===== src/rtl/ftip_pkg.sv =====
`default_nettype none

package ftip_pkg;

    localparam int POS_W    = 13;
    localparam int DIV_W    = 12;
    localparam int GAIN_W   = 24;
    localparam int SPEED_W  = 16;
    localparam int TGT_W    = 9;
    localparam int PERR_W   = 14;
    localparam int NUM_W    = 15;
    localparam int SERR_W   = 18;
    localparam int WORD_W   = 32;
    localparam int PROD_W   = GAIN_W + 1 + SERR_W;
    localparam int SUM_W    = PROD_W + 1;
    localparam int ACCS_W   = SUM_W + 1;
    localparam int CFG_IDX_W = 3;
    localparam int ST_DEPTH = 3;

    localparam logic [POS_W-1:0]  RST_POSITION_CENTER = 13'd2500;
    localparam logic [DIV_W-1:0]  RST_ERROR_DIVISOR   = 12'd400;
    localparam logic [DIV_W-1:0]  RST_RATE_DIVISOR    = 12'd10;
    localparam logic [GAIN_W-1:0] RST_GAIN_P          = 24'd2162688;
    localparam logic [GAIN_W-1:0] RST_GAIN_I          = 24'd2490;
    localparam logic [GAIN_W-1:0] RST_GAIN_D          = 24'd2621;

    localparam logic [3:0] UNI_CENTER = 4'd6;
    localparam logic [2:0] UNI_LIMIT  = 3'd6;

    typedef logic [POS_W-1:0]          t_pos;
    typedef logic signed [SPEED_W-1:0] t_speed;
    typedef logic [TGT_W-1:0]          t_target;

    typedef enum logic [CFG_IDX_W-1:0] {
        CFG_POSITION_CENTER = 3'd0,
        CFG_ERROR_DIVISOR   = 3'd1,
        CFG_RATE_DIVISOR    = 3'd2,
        CFG_GAIN_P          = 3'd3,
        CFG_GAIN_I          = 3'd4,
        CFG_GAIN_D          = 3'd5
    } t_cfg_index;

    typedef enum logic [1:0] {
        ST_LPE = 2'd0,
        ST_LSE = 2'd1,
        ST_ACC = 2'd2
    } t_st_addr;

    typedef struct packed {
        logic              rd_en;
        t_st_addr          rd_addr;
        logic              wr_en;
        t_st_addr          wr_addr;
        logic [WORD_W-1:0] wr_data;
    } t_mem_req;

    typedef enum logic [3:0] {
        S_IDLE,
        S_LPE,
        S_DIV,
        S_LSE,
        S_MP,
        S_MI,
        S_MD,
        S_SUM,
        S_FIN
    } t_state;

    localparam logic [TGT_W-1:0] TARGET_ROM [0:168] = '{
        9'd203, 9'd211, 9'd211, 9'd211, 9'd226, 9'd226, 9'd230, 9'd230, 9'd228,
        9'd210, 9'd210, 9'd210, 9'd210,
        9'd209, 9'd221, 9'd221, 9'd221, 9'd238, 9'd238, 9'd241, 9'd241, 9'd237,
        9'd231, 9'd231, 9'd231, 9'd227,
        9'd209, 9'd221, 9'd221, 9'd221, 9'd238, 9'd238, 9'd241, 9'd241, 9'd237,
        9'd231, 9'd231, 9'd231, 9'd227,
        9'd209, 9'd221, 9'd221, 9'd221, 9'd238, 9'd238, 9'd241, 9'd241, 9'd237,
        9'd231, 9'd231, 9'd231, 9'd227,
        9'd215, 9'd238, 9'd238, 9'd238, 9'd245, 9'd245, 9'd266, 9'd266, 9'd246,
        9'd237, 9'd237, 9'd237, 9'd232,
        9'd215, 9'd238, 9'd238, 9'd238, 9'd245, 9'd245, 9'd266, 9'd266, 9'd246,
        9'd237, 9'd237, 9'd237, 9'd232,
        9'd218, 9'd250, 9'd250, 9'd250, 9'd276, 9'd276, 9'd283, 9'd283, 9'd280,
        9'd245, 9'd245, 9'd245, 9'd216,
        9'd218, 9'd250, 9'd250, 9'd250, 9'd276, 9'd276, 9'd283, 9'd283, 9'd280,
        9'd245, 9'd245, 9'd245, 9'd216,
        9'd232, 9'd240, 9'd240, 9'd240, 9'd250, 9'd250, 9'd271, 9'd271, 9'd246,
        9'd236, 9'd236, 9'd236, 9'd217,
        9'd226, 9'd230, 9'd230, 9'd230, 9'd236, 9'd236, 9'd239, 9'd239, 9'd236,
        9'd214, 9'd214, 9'd214, 9'd208,
        9'd226, 9'd230, 9'd230, 9'd230, 9'd236, 9'd236, 9'd239, 9'd239, 9'd236,
        9'd214, 9'd214, 9'd214, 9'd208,
        9'd226, 9'd230, 9'd230, 9'd230, 9'd236, 9'd236, 9'd239, 9'd239, 9'd236,
        9'd214, 9'd214, 9'd214, 9'd208,
        9'd211, 9'd211, 9'd211, 9'd211, 9'd226, 9'd226, 9'd230, 9'd230, 9'd228,
        9'd208, 9'd208, 9'd208, 9'd203
    };

    function automatic t_target f_target(input logic [3:0] row, input logic [3:0] col);
        logic [7:0] idx;
        idx = 8'({4'b0, row} * 8'd13) + {4'b0, col};
        return TARGET_ROM[idx];
    endfunction

endpackage

`default_nettype wire


===== src/rtl/ftip_if.sv =====
`default_nettype none

interface ftip_in_if import ftip_pkg::*; ();
    logic   valid;
    logic   ready;
    t_pos   position;
    t_speed measured_speed;
    t_speed speed_latest;
    t_speed speed_before;
    t_speed speed_oldest;

    modport source (output valid, output position, output measured_speed,
                    output speed_latest, output speed_before, output speed_oldest,
                    input ready);
    modport sink   (input valid, input position, input measured_speed,
                    input speed_latest, input speed_before, input speed_oldest,
                    output ready);
endinterface

interface ftip_out_if import ftip_pkg::*; ();
    logic    valid;
    logic    ready;
    t_speed  pwm_drive;
    t_target speed_goal;

    modport source (output valid, output pwm_drive, output speed_goal, input ready);
    modport sink   (input valid, input pwm_drive, input speed_goal, output ready);
endinterface

interface ftip_cfg_if import ftip_pkg::*; ();
    logic                 valid;
    logic                 ready;
    logic [CFG_IDX_W-1:0] index;
    logic [GAIN_W-1:0]    data;

    modport source (output valid, output index, output data, input ready);
    modport sink   (input valid, input index, input data, output ready);
endinterface

`default_nettype wire


===== src/rtl/ftip_state_mem.sv =====
`default_nettype none

module ftip_state_mem import ftip_pkg::*; (
    input  wire logic              i_clk,
    input  wire logic              i_rst_n,
    input  wire t_mem_req          i_req,
    output logic [WORD_W-1:0]      o_rd_data
);

    logic [WORD_W-1:0]   r_mem [ST_DEPTH];
    logic [ST_DEPTH-1:0] r_valid;
    logic [WORD_W-1:0]   r_rd_data;
    logic                r_rd_valid;

    always_ff @(posedge i_clk) begin
        if (i_req.wr_en) begin
            r_mem[i_req.wr_addr] <= i_req.wr_data;
        end
        if (i_req.rd_en) begin
            r_rd_data <= r_mem[i_req.rd_addr];
        end
    end

    // entries read as zero until first written
    always_ff @(posedge i_clk) begin
        if (!i_rst_n) begin
            r_valid    <= '0;
            r_rd_valid <= 1'b0;
        end else begin
            if (i_req.wr_en) begin
                r_valid[i_req.wr_addr] <= 1'b1;
            end
            if (i_req.rd_en) begin
                r_rd_valid <= r_valid[i_req.rd_addr];
            end
        end
    end

    assign o_rd_data = r_rd_valid ? r_rd_data : '0;

endmodule

`default_nettype wire


===== src/rtl/ftip_scale.sv =====
`default_nettype none

// round(num / div) half away from zero, clamped to -6..6, as table index 0..12
module ftip_scale import ftip_pkg::*; (
    input  wire logic                    i_clk,
    input  wire logic                    i_rst_n,
    input  wire logic                    i_start,
    input  wire logic signed [NUM_W-1:0] i_num,
    input  wire logic [DIV_W-1:0]        i_div,
    output logic                         o_done,
    output logic [3:0]                   o_index
);

    localparam int N_W = NUM_W + 1;
    localparam int D_W = DIV_W + 1;

    logic [N_W-1:0]         r_n;
    logic [D_W-1:0]         r_d;
    logic [D_W-1:0]         r_rem;
    logic                   r_neg;
    logic                   r_zero;
    logic                   r_busy;
    logic                   r_done;
    logic [$clog2(N_W)-1:0] r_cnt;

    logic [NUM_W-2:0] mag;
    logic [D_W:0]     rem_sh;
    logic             ge;
    logic [2:0]       qc;

    always_comb begin
        mag    = i_num[NUM_W-1] ? (NUM_W-1)'(-i_num) : (NUM_W-1)'(i_num);
        rem_sh = {r_rem, r_n[N_W-1]};
        ge     = rem_sh >= {1'b0, r_d};
    end

    always_ff @(posedge i_clk) begin
        if (i_start) begin
            r_n    <= N_W'({mag, 1'b0}) + N_W'(i_div);
            r_d    <= {i_div, 1'b0};
            r_rem  <= '0;
            r_neg  <= i_num[NUM_W-1];
            r_zero <= (i_num == '0);
        end else if (r_busy) begin
            r_rem <= ge ? D_W'(rem_sh - {1'b0, r_d}) : rem_sh[D_W-1:0];
            r_n   <= {r_n[N_W-2:0], ge};
        end
    end

    always_ff @(posedge i_clk) begin
        if (!i_rst_n) begin
            r_busy <= 1'b0;
            r_done <= 1'b0;
            r_cnt  <= '0;
        end else begin
            r_done <= r_busy && !i_start && (r_cnt == ($clog2(N_W))'(N_W - 1));
            if (i_start) begin
                r_busy <= 1'b1;
                r_cnt  <= '0;
            end else if (r_busy) begin
                r_cnt <= r_cnt + 1'b1;
                if (r_cnt == ($clog2(N_W))'(N_W - 1)) begin
                    r_busy <= 1'b0;
                end
            end
        end
    end

    always_comb begin
        if (r_zero) begin
            qc = '0;
        end else if (r_n > N_W'(UNI_LIMIT)) begin
            qc = UNI_LIMIT;
        end else begin
            qc = r_n[2:0];
        end
        o_index = r_neg ? UNI_CENTER - {1'b0, qc} : UNI_CENTER + {1'b0, qc};
    end

    assign o_done = r_done;

endmodule

`default_nettype wire


===== src/rtl/fuzzy_target_incremental_pid.sv =====
`default_nettype none

// channel  dir  handshake      word
// i_in     in   valid/ready    position, measured_speed, speed_latest/before/oldest
// o_out    out  valid/ready    pwm_drive, speed_goal
// i_cfg    in   valid/ready    index, data (ready always high)
//
// One word at a time; the next word is accepted only once the state machine is back in idle.
// The two 16-step shift-subtract scalers run side by side;
// the PID terms then go through one 25x18 multiplier in three passes.
// State words (last errors, accumulator) sit in a 3-entry RAM, zero after reset.
// A finished word waits in the output register; a following item stalls in
// its last step only while that register is full and o_out.ready is low.
module fuzzy_target_incremental_pid import ftip_pkg::*; (
    input  wire logic i_clk,
    input  wire logic i_rst_n,
    ftip_in_if.sink   i_in,
    ftip_out_if.source o_out,
    ftip_cfg_if.sink  i_cfg
);

    t_state r_state;
    t_state n_state;

    logic [POS_W-1:0]  r_center;
    logic [DIV_W-1:0]  r_err_div;
    logic [DIV_W-1:0]  r_rate_div;
    logic [GAIN_W-1:0] r_gain_p;
    logic [GAIN_W-1:0] r_gain_i;
    logic [GAIN_W-1:0] r_gain_d;

    t_pos   r_pos;
    t_speed r_speed;
    t_speed r_s0;
    t_speed r_s1;
    t_speed r_s2;

    t_target                   r_target;
    logic signed [SERR_W-1:0]  r_es;
    logic [GAIN_W-1:0]         r_ma;
    logic signed [SERR_W-1:0]  r_mb;
    logic signed [PROD_W-1:0]  r_prod;
    logic signed [SUM_W-1:0]   r_sum;
    logic signed [WORD_W-1:0]  r_acc;

    logic    r_out_valid;
    t_speed  r_pwm;
    t_target r_out_target;

    t_mem_req          mem_req;
    logic [WORD_W-1:0] rd_data;

    logic                      err_done;
    logic                      rate_done;
    logic [3:0]                err_idx;
    logic [3:0]                rate_idx;
    logic                      div_start;
    logic                      fin_go;

    logic signed [PERR_W-1:0]  ep;
    logic signed [NUM_W-1:0]   dep;
    t_target                   tgt;
    logic signed [SERR_W-1:0]  es_c;
    logic signed [SERR_W-1:0]  lse;
    logic signed [SERR_W-1:0]  d2;
    logic signed [PROD_W-1:0]  prod;
    logic signed [ACCS_W-1:0]  acc_sum;
    logic [WORD_W-1:0]         sat;
    logic [WORD_W:0]           rnd;

    ftip_state_mem u_mem (
        .i_clk     (i_clk),
        .i_rst_n   (i_rst_n),
        .i_req     (mem_req),
        .o_rd_data (rd_data)
    );

    ftip_scale u_err_scale (
        .i_clk   (i_clk),
        .i_rst_n (i_rst_n),
        .i_start (div_start),
        .i_num   (NUM_W'(ep)),
        .i_div   (r_err_div),
        .o_done  (err_done),
        .o_index (err_idx)
    );

    ftip_scale u_rate_scale (
        .i_clk   (i_clk),
        .i_rst_n (i_rst_n),
        .i_start (div_start),
        .i_num   (dep),
        .i_div   (r_rate_div),
        .o_done  (rate_done),
        .o_index (rate_idx)
    );

    always_comb begin
        ep   = $signed({1'b0, r_center}) - $signed({1'b0, r_pos});
        dep  = $signed({ep[PERR_W-1], ep}) - $signed(rd_data[NUM_W-1:0]);
        tgt  = f_target(err_idx, rate_idx);
        es_c = $signed({{(SERR_W-TGT_W){1'b0}}, tgt})
             - $signed({{(SERR_W-SPEED_W){r_speed[SPEED_W-1]}}, r_speed});
        lse  = $signed(rd_data[SERR_W-1:0]);
        d2   = $signed({{(SERR_W-SPEED_W){r_s0[SPEED_W-1]}}, r_s0})
             - $signed({r_s1[SPEED_W-1], r_s1, 1'b0})
             + $signed({{(SERR_W-SPEED_W){r_s2[SPEED_W-1]}}, r_s2});
        prod = $signed({1'b0, r_ma}) * r_mb;
        acc_sum = $signed({{(ACCS_W-WORD_W){r_acc[WORD_W-1]}}, r_acc})
                + $signed({r_sum[SUM_W-1], r_sum});
        if (acc_sum[ACCS_W-1:WORD_W-1] == '0 || acc_sum[ACCS_W-1:WORD_W-1] == '1) begin
            sat = acc_sum[WORD_W-1:0];
        end else if (acc_sum[ACCS_W-1]) begin
            sat = {1'b1, {(WORD_W-1){1'b0}}};
        end else begin
            sat = {1'b0, {(WORD_W-1){1'b1}}};
        end
        // truncate toward zero
        rnd = {sat[WORD_W-1], sat} + (sat[WORD_W-1] ? (WORD_W+1)'(16'hFFFF) : '0);
    end

    always_ff @(posedge i_clk) begin
        if (!i_rst_n) begin
            r_state <= S_IDLE;
        end else begin
            r_state <= n_state;
        end
    end

    always_comb begin
        n_state   = r_state;
        mem_req   = '{rd_en: 1'b0, rd_addr: ST_LPE, wr_en: 1'b0, wr_addr: ST_LPE,
                      wr_data: '0};
        div_start = 1'b0;
        fin_go    = 1'b0;
        case (r_state)
            S_IDLE: begin
                if (i_in.valid) begin
                    mem_req.rd_en   = 1'b1;
                    mem_req.rd_addr = ST_LPE;
                    n_state         = S_LPE;
                end
            end
            S_LPE: begin
                div_start       = 1'b1;
                mem_req.wr_en   = 1'b1;
                mem_req.wr_addr = ST_LPE;
                mem_req.wr_data = WORD_W'(ep);
                n_state         = S_DIV;
            end
            S_DIV: begin
                if (err_done && rate_done) begin
                    mem_req.rd_en   = 1'b1;
                    mem_req.rd_addr = ST_LSE;
                    n_state         = S_LSE;
                end
            end
            S_LSE: begin
                mem_req.wr_en   = 1'b1;
                mem_req.wr_addr = ST_LSE;
                mem_req.wr_data = WORD_W'(r_es);
                mem_req.rd_en   = 1'b1;
                mem_req.rd_addr = ST_ACC;
                n_state         = S_MP;
            end
            S_MP:  n_state = S_MI;
            S_MI:  n_state = S_MD;
            S_MD:  n_state = S_SUM;
            S_SUM: n_state = S_FIN;
            S_FIN: begin
                if (!r_out_valid || o_out.ready) begin
                    fin_go          = 1'b1;
                    mem_req.wr_en   = 1'b1;
                    mem_req.wr_addr = ST_ACC;
                    mem_req.wr_data = sat;
                    n_state         = S_IDLE;
                end
            end
            default: n_state = S_IDLE;
        endcase
    end

    always_ff @(posedge i_clk) begin
        case (r_state)
            S_IDLE: begin
                if (i_in.valid) begin
                    r_pos   <= i_in.position;
                    r_speed <= i_in.measured_speed;
                    r_s0    <= i_in.speed_latest;
                    r_s1    <= i_in.speed_before;
                    r_s2    <= i_in.speed_oldest;
                end
            end
            S_DIV: begin
                if (err_done && rate_done) begin
                    r_target <= tgt;
                    r_es     <= es_c;
                end
            end
            S_LSE: begin
                r_ma <= r_gain_p;
                r_mb <= r_es - lse;
            end
            S_MP: begin
                r_acc  <= $signed(rd_data);
                r_prod <= prod;
                r_ma   <= r_gain_i;
                r_mb   <= r_es;
            end
            S_MI: begin
                r_sum  <= $signed({r_prod[PROD_W-1], r_prod});
                r_prod <= prod;
                r_ma   <= r_gain_d;
                r_mb   <= d2;
            end
            S_MD: begin
                r_sum  <= r_sum + $signed({r_prod[PROD_W-1], r_prod});
                r_prod <= prod;
            end
            S_SUM: begin
                r_sum <= r_sum - $signed({r_prod[PROD_W-1], r_prod});
            end
            S_FIN: begin
                if (fin_go) begin
                    r_pwm        <= $signed(rnd[WORD_W-1:16]);
                    r_out_target <= r_target;
                end
            end
            default: ;
        endcase
    end

    always_ff @(posedge i_clk) begin
        if (!i_rst_n) begin
            r_out_valid <= 1'b0;
        end else if (fin_go) begin
            r_out_valid <= 1'b1;
        end else if (o_out.ready) begin
            r_out_valid <= 1'b0;
        end
    end

    always_ff @(posedge i_clk) begin
        if (!i_rst_n) begin
            r_center   <= RST_POSITION_CENTER;
            r_err_div  <= RST_ERROR_DIVISOR;
            r_rate_div <= RST_RATE_DIVISOR;
            r_gain_p   <= RST_GAIN_P;
            r_gain_i   <= RST_GAIN_I;
            r_gain_d   <= RST_GAIN_D;
        end else if (i_cfg.valid) begin
            case (i_cfg.index)
                CFG_POSITION_CENTER: r_center   <= i_cfg.data[POS_W-1:0];
                CFG_ERROR_DIVISOR:   r_err_div  <= i_cfg.data[DIV_W-1:0];
                CFG_RATE_DIVISOR:    r_rate_div <= i_cfg.data[DIV_W-1:0];
                CFG_GAIN_P:          r_gain_p   <= i_cfg.data;
                CFG_GAIN_I:          r_gain_i   <= i_cfg.data;
                CFG_GAIN_D:          r_gain_d   <= i_cfg.data;
                default: ;
            endcase
        end
    end

    assign i_in.ready       = (r_state == S_IDLE);
    assign i_cfg.ready      = 1'b1;
    assign o_out.valid      = r_out_valid;
    assign o_out.pwm_drive  = r_pwm;
    assign o_out.speed_goal = r_out_target;

endmodule

`default_nettype wire

===== src/flat_wrapper.sv =====
// flat-port wrapper written by rule: the top's interface ports become plain ports
module fuzzy_target_incremental_pid_flat import ftip_pkg::*;
  (i_clk, i_rst_n, i_in_valid, i_in_position, i_in_measured_speed, i_in_speed_latest, i_in_speed_before, i_in_speed_oldest, i_in_ready, o_out_valid, o_out_pwm_drive, o_out_speed_goal, o_out_ready, i_cfg_valid, i_cfg_index, i_cfg_data, i_cfg_ready);
  ftip_in_if i_in_i ();
  ftip_out_if o_out_i ();
  ftip_cfg_if i_cfg_i ();
  input  wire logic i_clk;
  input  wire logic i_rst_n;
  input wire logic [$bits(i_in_i.valid)-1:0] i_in_valid;
  input wire logic [$bits(i_in_i.position)-1:0] i_in_position;
  input wire logic [$bits(i_in_i.measured_speed)-1:0] i_in_measured_speed;
  input wire logic [$bits(i_in_i.speed_latest)-1:0] i_in_speed_latest;
  input wire logic [$bits(i_in_i.speed_before)-1:0] i_in_speed_before;
  input wire logic [$bits(i_in_i.speed_oldest)-1:0] i_in_speed_oldest;
  output wire logic [$bits(i_in_i.ready)-1:0] i_in_ready;
  output wire logic [$bits(o_out_i.valid)-1:0] o_out_valid;
  output wire logic [$bits(o_out_i.pwm_drive)-1:0] o_out_pwm_drive;
  output wire logic [$bits(o_out_i.speed_goal)-1:0] o_out_speed_goal;
  input wire logic [$bits(o_out_i.ready)-1:0] o_out_ready;
  input wire logic [$bits(i_cfg_i.valid)-1:0] i_cfg_valid;
  input wire logic [$bits(i_cfg_i.index)-1:0] i_cfg_index;
  input wire logic [$bits(i_cfg_i.data)-1:0] i_cfg_data;
  output wire logic [$bits(i_cfg_i.ready)-1:0] i_cfg_ready;
  assign i_in_i.valid = i_in_valid;
  assign i_in_i.position = i_in_position;
  assign i_in_i.measured_speed = i_in_measured_speed;
  assign i_in_i.speed_latest = i_in_speed_latest;
  assign i_in_i.speed_before = i_in_speed_before;
  assign i_in_i.speed_oldest = i_in_speed_oldest;
  assign i_in_ready = i_in_i.ready;
  assign o_out_valid = o_out_i.valid;
  assign o_out_pwm_drive = o_out_i.pwm_drive;
  assign o_out_speed_goal = o_out_i.speed_goal;
  assign o_out_i.ready = o_out_ready;
  assign i_cfg_i.valid = i_cfg_valid;
  assign i_cfg_i.index = i_cfg_index;
  assign i_cfg_i.data = i_cfg_data;
  assign i_cfg_ready = i_cfg_i.ready;
  fuzzy_target_incremental_pid u_core (.i_clk(i_clk), .i_rst_n(i_rst_n), .i_in(i_in_i), .o_out(o_out_i), .i_cfg(i_cfg_i));
endmodule

===== config.mk =====
export PLATFORM = sky130hd
export DESIGN_NAME = fuzzy_target_incremental_pid_flat
export DESIGN_NICKNAME = d
export VERILOG_FILES = /design/src/rtl/ftip_pkg.sv /design/src/rtl/ftip_if.sv /design/src/rtl/ftip_state_mem.sv /design/src/rtl/ftip_scale.sv /design/src/rtl/fuzzy_target_incremental_pid.sv /design/src/flat_wrapper.sv
export SDC_FILE = /design/constraint.sdc
export NUM_CORES = 2
export LEC_CHECK = 0
export ABC_AREA = 1
export BUFFER_PORTS_ARGS = -buffer_cell sky130_fd_sc_hd__buf_2
export CORE_UTILIZATION = 50
export DETAILED_ROUTE_END_ITERATION = 16
export GPL_ROUTABILITY_DRIVEN = 0
export GPL_TIMING_DRIVEN = 0
export MAX_ROUTING_LAYER = met4
export PLACE_DENSITY = 0.73
export SETUP_SLACK_MARGIN = 0.05
export SYNTH_ARGS = -nofsm -noshare
export SYNTH_HDL_FRONTEND = slang
export SYNTH_SLANG_ARGS = --single-unit

===== constraint.sdc =====
create_clock -name i_clk -period 9.6 [get_ports i_clk]
set_clock_uncertainty 0.15 [all_clocks]
set_input_delay 1.44 -clock i_clk [delete_from_list [all_inputs] [get_ports i_clk]]
set_output_delay 1.44 -clock i_clk [all_outputs]
set_load 0.01 [all_outputs]

==> key figures <==
Critical path
  • Max stage delay on crit path: roughly 0.67 ns
  • Worst Setup Path Type: reg2reg
  • CP arrival: between 9 and 10 ns
  • CP Launch Type: flop
  • Buf/Inv on CP: 6
  • FF-to-FF path depth: 38
  • CP required: approximately 10 ns
  • CP Max Fanout: 10
  • Family with the most delay on the worst path: simple AND/OR/NAND/NOR gates
  • R2R Path End: u_core.r_es[15]
  • Element type at the critical path end: flop
  • R2r startpoint: u_core.u_err_scale.r_n[12]
  • R2r setup slk: 0.64 ns
  • Number of cells on the critical path: 38
  • Crit-path slowest cell: nor3_1
  • Cell repeated most along the worst path: nand2_1
  • Crit path launch: u_core.u_err_scale.r_n[12]
  • Worst Setup EP: u_core.r_es[15]

Logic synthesis
  • Count leader, synth: nand2_1
  • Post-synth EDFFs: between 400 and 500
  • Synthesis Warnings: 0
  • Yosys cell types: 63
  • Synth area leaders: edfxtp_1 27%, fa_1 14%, nand2_1 11%
  • Area leader, netlist: edfxtp_1
  • Main synth FF type: edfxtp_1
  • Syn_nets: 7590
  • Number of synthesized register bits: roughly 630
  • Post-synth top area share: 26.5%
  • Top cells by count, synth: 1602 x nand2_1, 1239 x inv_1, 556 x nor2_1, 475 x edfxtp_1, 408 x ha_1
  • Share of flip-flops with an asynchronous set or reset: 0%
  • Cells after Synth: approximately 6700
  • Sequential fraction of the synthesis area: 32.3%
  • Post-Syn Area: 0.0538 sq mm
  • Syn avg cell area: 8.03 sq um

Route
  • Drt total wl: roughly 160 mm
  • Remaining routing DRC violations: 0
  • Vias per inst: around 5.5
  • Detailed-route via count: between 40000 and 50000
  • DR WL/cell: roughly 19 um
  • Iteration-0 DRC Markers: about 4900
  • DR pass1 iterations: 7
  • Antenna-violating nets left: 0

Floorplan
  • Initial Utilization: between 50% and 60%
  • Die X-Extent: roughly 330 um
  • Die H: 330 um
  • CORE AREA: approximately 0.11 sq mm
  • Top-level I/O count: roughly 140
  • Rows: about 120
  • Area of the die: about 0.11 sq mm

Clocking
  • # clock sinks: between 600 and 700
  • Worst skew pair latency: 0.64 ns
  • CTS tree: done
  • Resized cells post-CTS: 0
  • H-tree depth: 3
  • Post-CTS Setup Bufs: 0
  • Deepest clock path buffer count: 3
  • CTS buffer count: a little over 70
  • Clock transition at path regs: roughly 0.06 ns
  • CTS root buf: clkbuf_16
  • Hold-fix buffers, CTS: 0

Global route
  • Vias in the first global route: between 40000 and 50000
  • GRT Total Usage: 29.9%
  • Global-route wire length before repair: ~240 mm
  • Gr ovfl total: 0
  • Largest net degree at the start of global routing: between 60 and 70
  • Initial antenna violation count: 3

STA
  • Hold WS: between 0.2 and 0.3 ns
  • Fin. max-slew vios: 0
  • Peak Freq: ~110 MHz
  • Final setup fails: 0
  • Worst slew margin: about a fifth
  • Post-layout minimum cycle time: 8.96 ns
  • Measured slew at the worst slew-check pin: 1.21 ns
  • Fin. Hold Viols: 0
  • Fin Setup TNS: 0 ns
  • Tcrit/Tclk final: 93.3%
  • RSZ-0062 raised after global routing: false

Layout
  • Final nets: around 8000
  • Filler Cell Count: 9541
  • Synth-to-Final Area Change: 9.30%
  • Finished Layout Cells: between 8000 and 9000
  • Layout cell share with drive strength beyond 1: around 5.4%

Job
  • Max-Cap Viols: 0

Placed design
  • Placed Cells incl. Taps: 8227
  • Post-DP HPWL: approximately 120 mm
  • Port bufs: 134

Worst hold path
  • Hold_sp: u_core.r_target[8]
  • Hold/Removal Path Class: reg2reg

Power
  • Final Power: ~23 mW
  • Worst vdd ir: 0.729 mV
  • PwrDens: 393 mW/mm^2
  • P_leak: 28.4 nW

Outcome
  • Outcome: complete, no violations
==> state kept, by name, indices dropped and copies added (netlist names), 17 cells and up <==
| register | cells |
|---|---|
| u_core.r_es | 17 |
| u_core.r_gain_p | 24 |
| u_core.r_ma | 24 |
| u_core.r_prod | 43 |
| u_core.r_acc | 32 |
| u_core.r_mb | 18 |
| u_core.r_gain_d | 24 |
| u_core.u_mem.r_mem | 96 |
| u_core.u_mem.r_rd_data | 32 |
| u_core.r_sum | 44 |
| u_core.r_gain_i | 24 |
==> report_power, final <==
| part | total [mW] | switching (mW) | internal [mW] |
|---|---|---|---|
| sequential | 4.26 | 0.238 | 4.02 |
| clock | 2.77 | 1.18 | 1.59 |
| combinational | 16.0 | 10.2 | 5.83 |
| total | 23.1 | 11.6 | 11.4 |
==> cell families after synthesis <==
kind of cell	Yosys count	share of synthesized area [%]
buf+inv	1457	10.2
flops	631	32.3
compound gates	982	10.1
simple gates	2589	19.6
fa+ha+maj	788	23.6
mux	1	0.0186
other cells	1	0.00698
xor+xnor	244	3.98
==> through the flow <==
stage	util (%)	setup slack, ns	cell area [sq um]
after floorplan	-	2.64	53800
after global placement	53.1	1.17	56200
after detailed placement	53.3	0.918	56400
after CTS	55.5	0.909	58700
after global routing	55.5	0.145	58800
final	55.5	0.642	58800
==> cells in the final DEF (no fill, tap or decap), types with 76 or more instances in the layout <==
master | netlist | routed
ha_1 | 408 | 408
edfxtp_1 | 475 | 475
clkbuf_1 | 186 | 199
inv_1 | 1239 | 1237
a21oi_1 | 375 | 375
xnor2_1 | 88 | 88
nand2_1 | 1602 | 1601
buf_2 | 3 | 138
xor2_1 | 156 | 156
fa_1 | 380 | 380
nand3_1 | 213 | 212
dfxtp_1 | 156 | 156
nor2_1 | 556 | 553
clkbuf_16 | 0 | 76
o21ai_0 | 391 | 391
==> worst min-delay path by stage <==
stage | slack [ns] | cells after the start | to
5_1_grt | 0.28 | 0 | u_core.o_out.speed_goal[8]
2_1_floorplan | 0.25 | 0 | u_core.o_out.speed_goal[0]
3_5_place_dp | 0.26 | 0 | u_core.o_out.speed_goal[1]
4_1_cts | 0.27 | 0 | u_core.o_out.speed_goal[8]
3_3_place_gp | 0.26 | 0 | u_core.o_out.speed_goal[0]
6_report | 0.27 | 0 | u_core.o_out.speed_goal[8]
==> per-layer routing <==
metal,vias up,GRT usage (%),share of wire [%]
li1,21755,-,-
met4,0,14.3,5.4
met3,468,5.27,11
met1,21588,39.5,41
met2,2515,44.5,43
met5,-,-,0
==> cell type report <==
cell class	instances	area, sq um	area share [%]
Antenna cell	2	5.00	0.00852
Timing Repair Buffer	143	866	1.47
Multi-Input combinational cell	4605	30900	52.6
Clock buffer	95	1990	3.39
Clock inverter	34	358	0.609
Sequential cell	631	17400	29.6
Buffer	200	791	1.35
Inverter	1257	4720	8.03
Tap cell	1391	1740	2.96
==> worst register-to-register path: cells and delay by family, from the launching register on <==
kind	cells	cell delay [ns]
AO/OA/AOI/OAI	6	1.33
adder cells (fa/ha/maj)	6	2.06
XOR/XNOR	1	0.16
flip-flops	1	0.40
buffers and inverters	6	0.88
AND/OR/NAND/NOR	19	3.71
No activity file was read; power rests on OpenSTA's default activity.
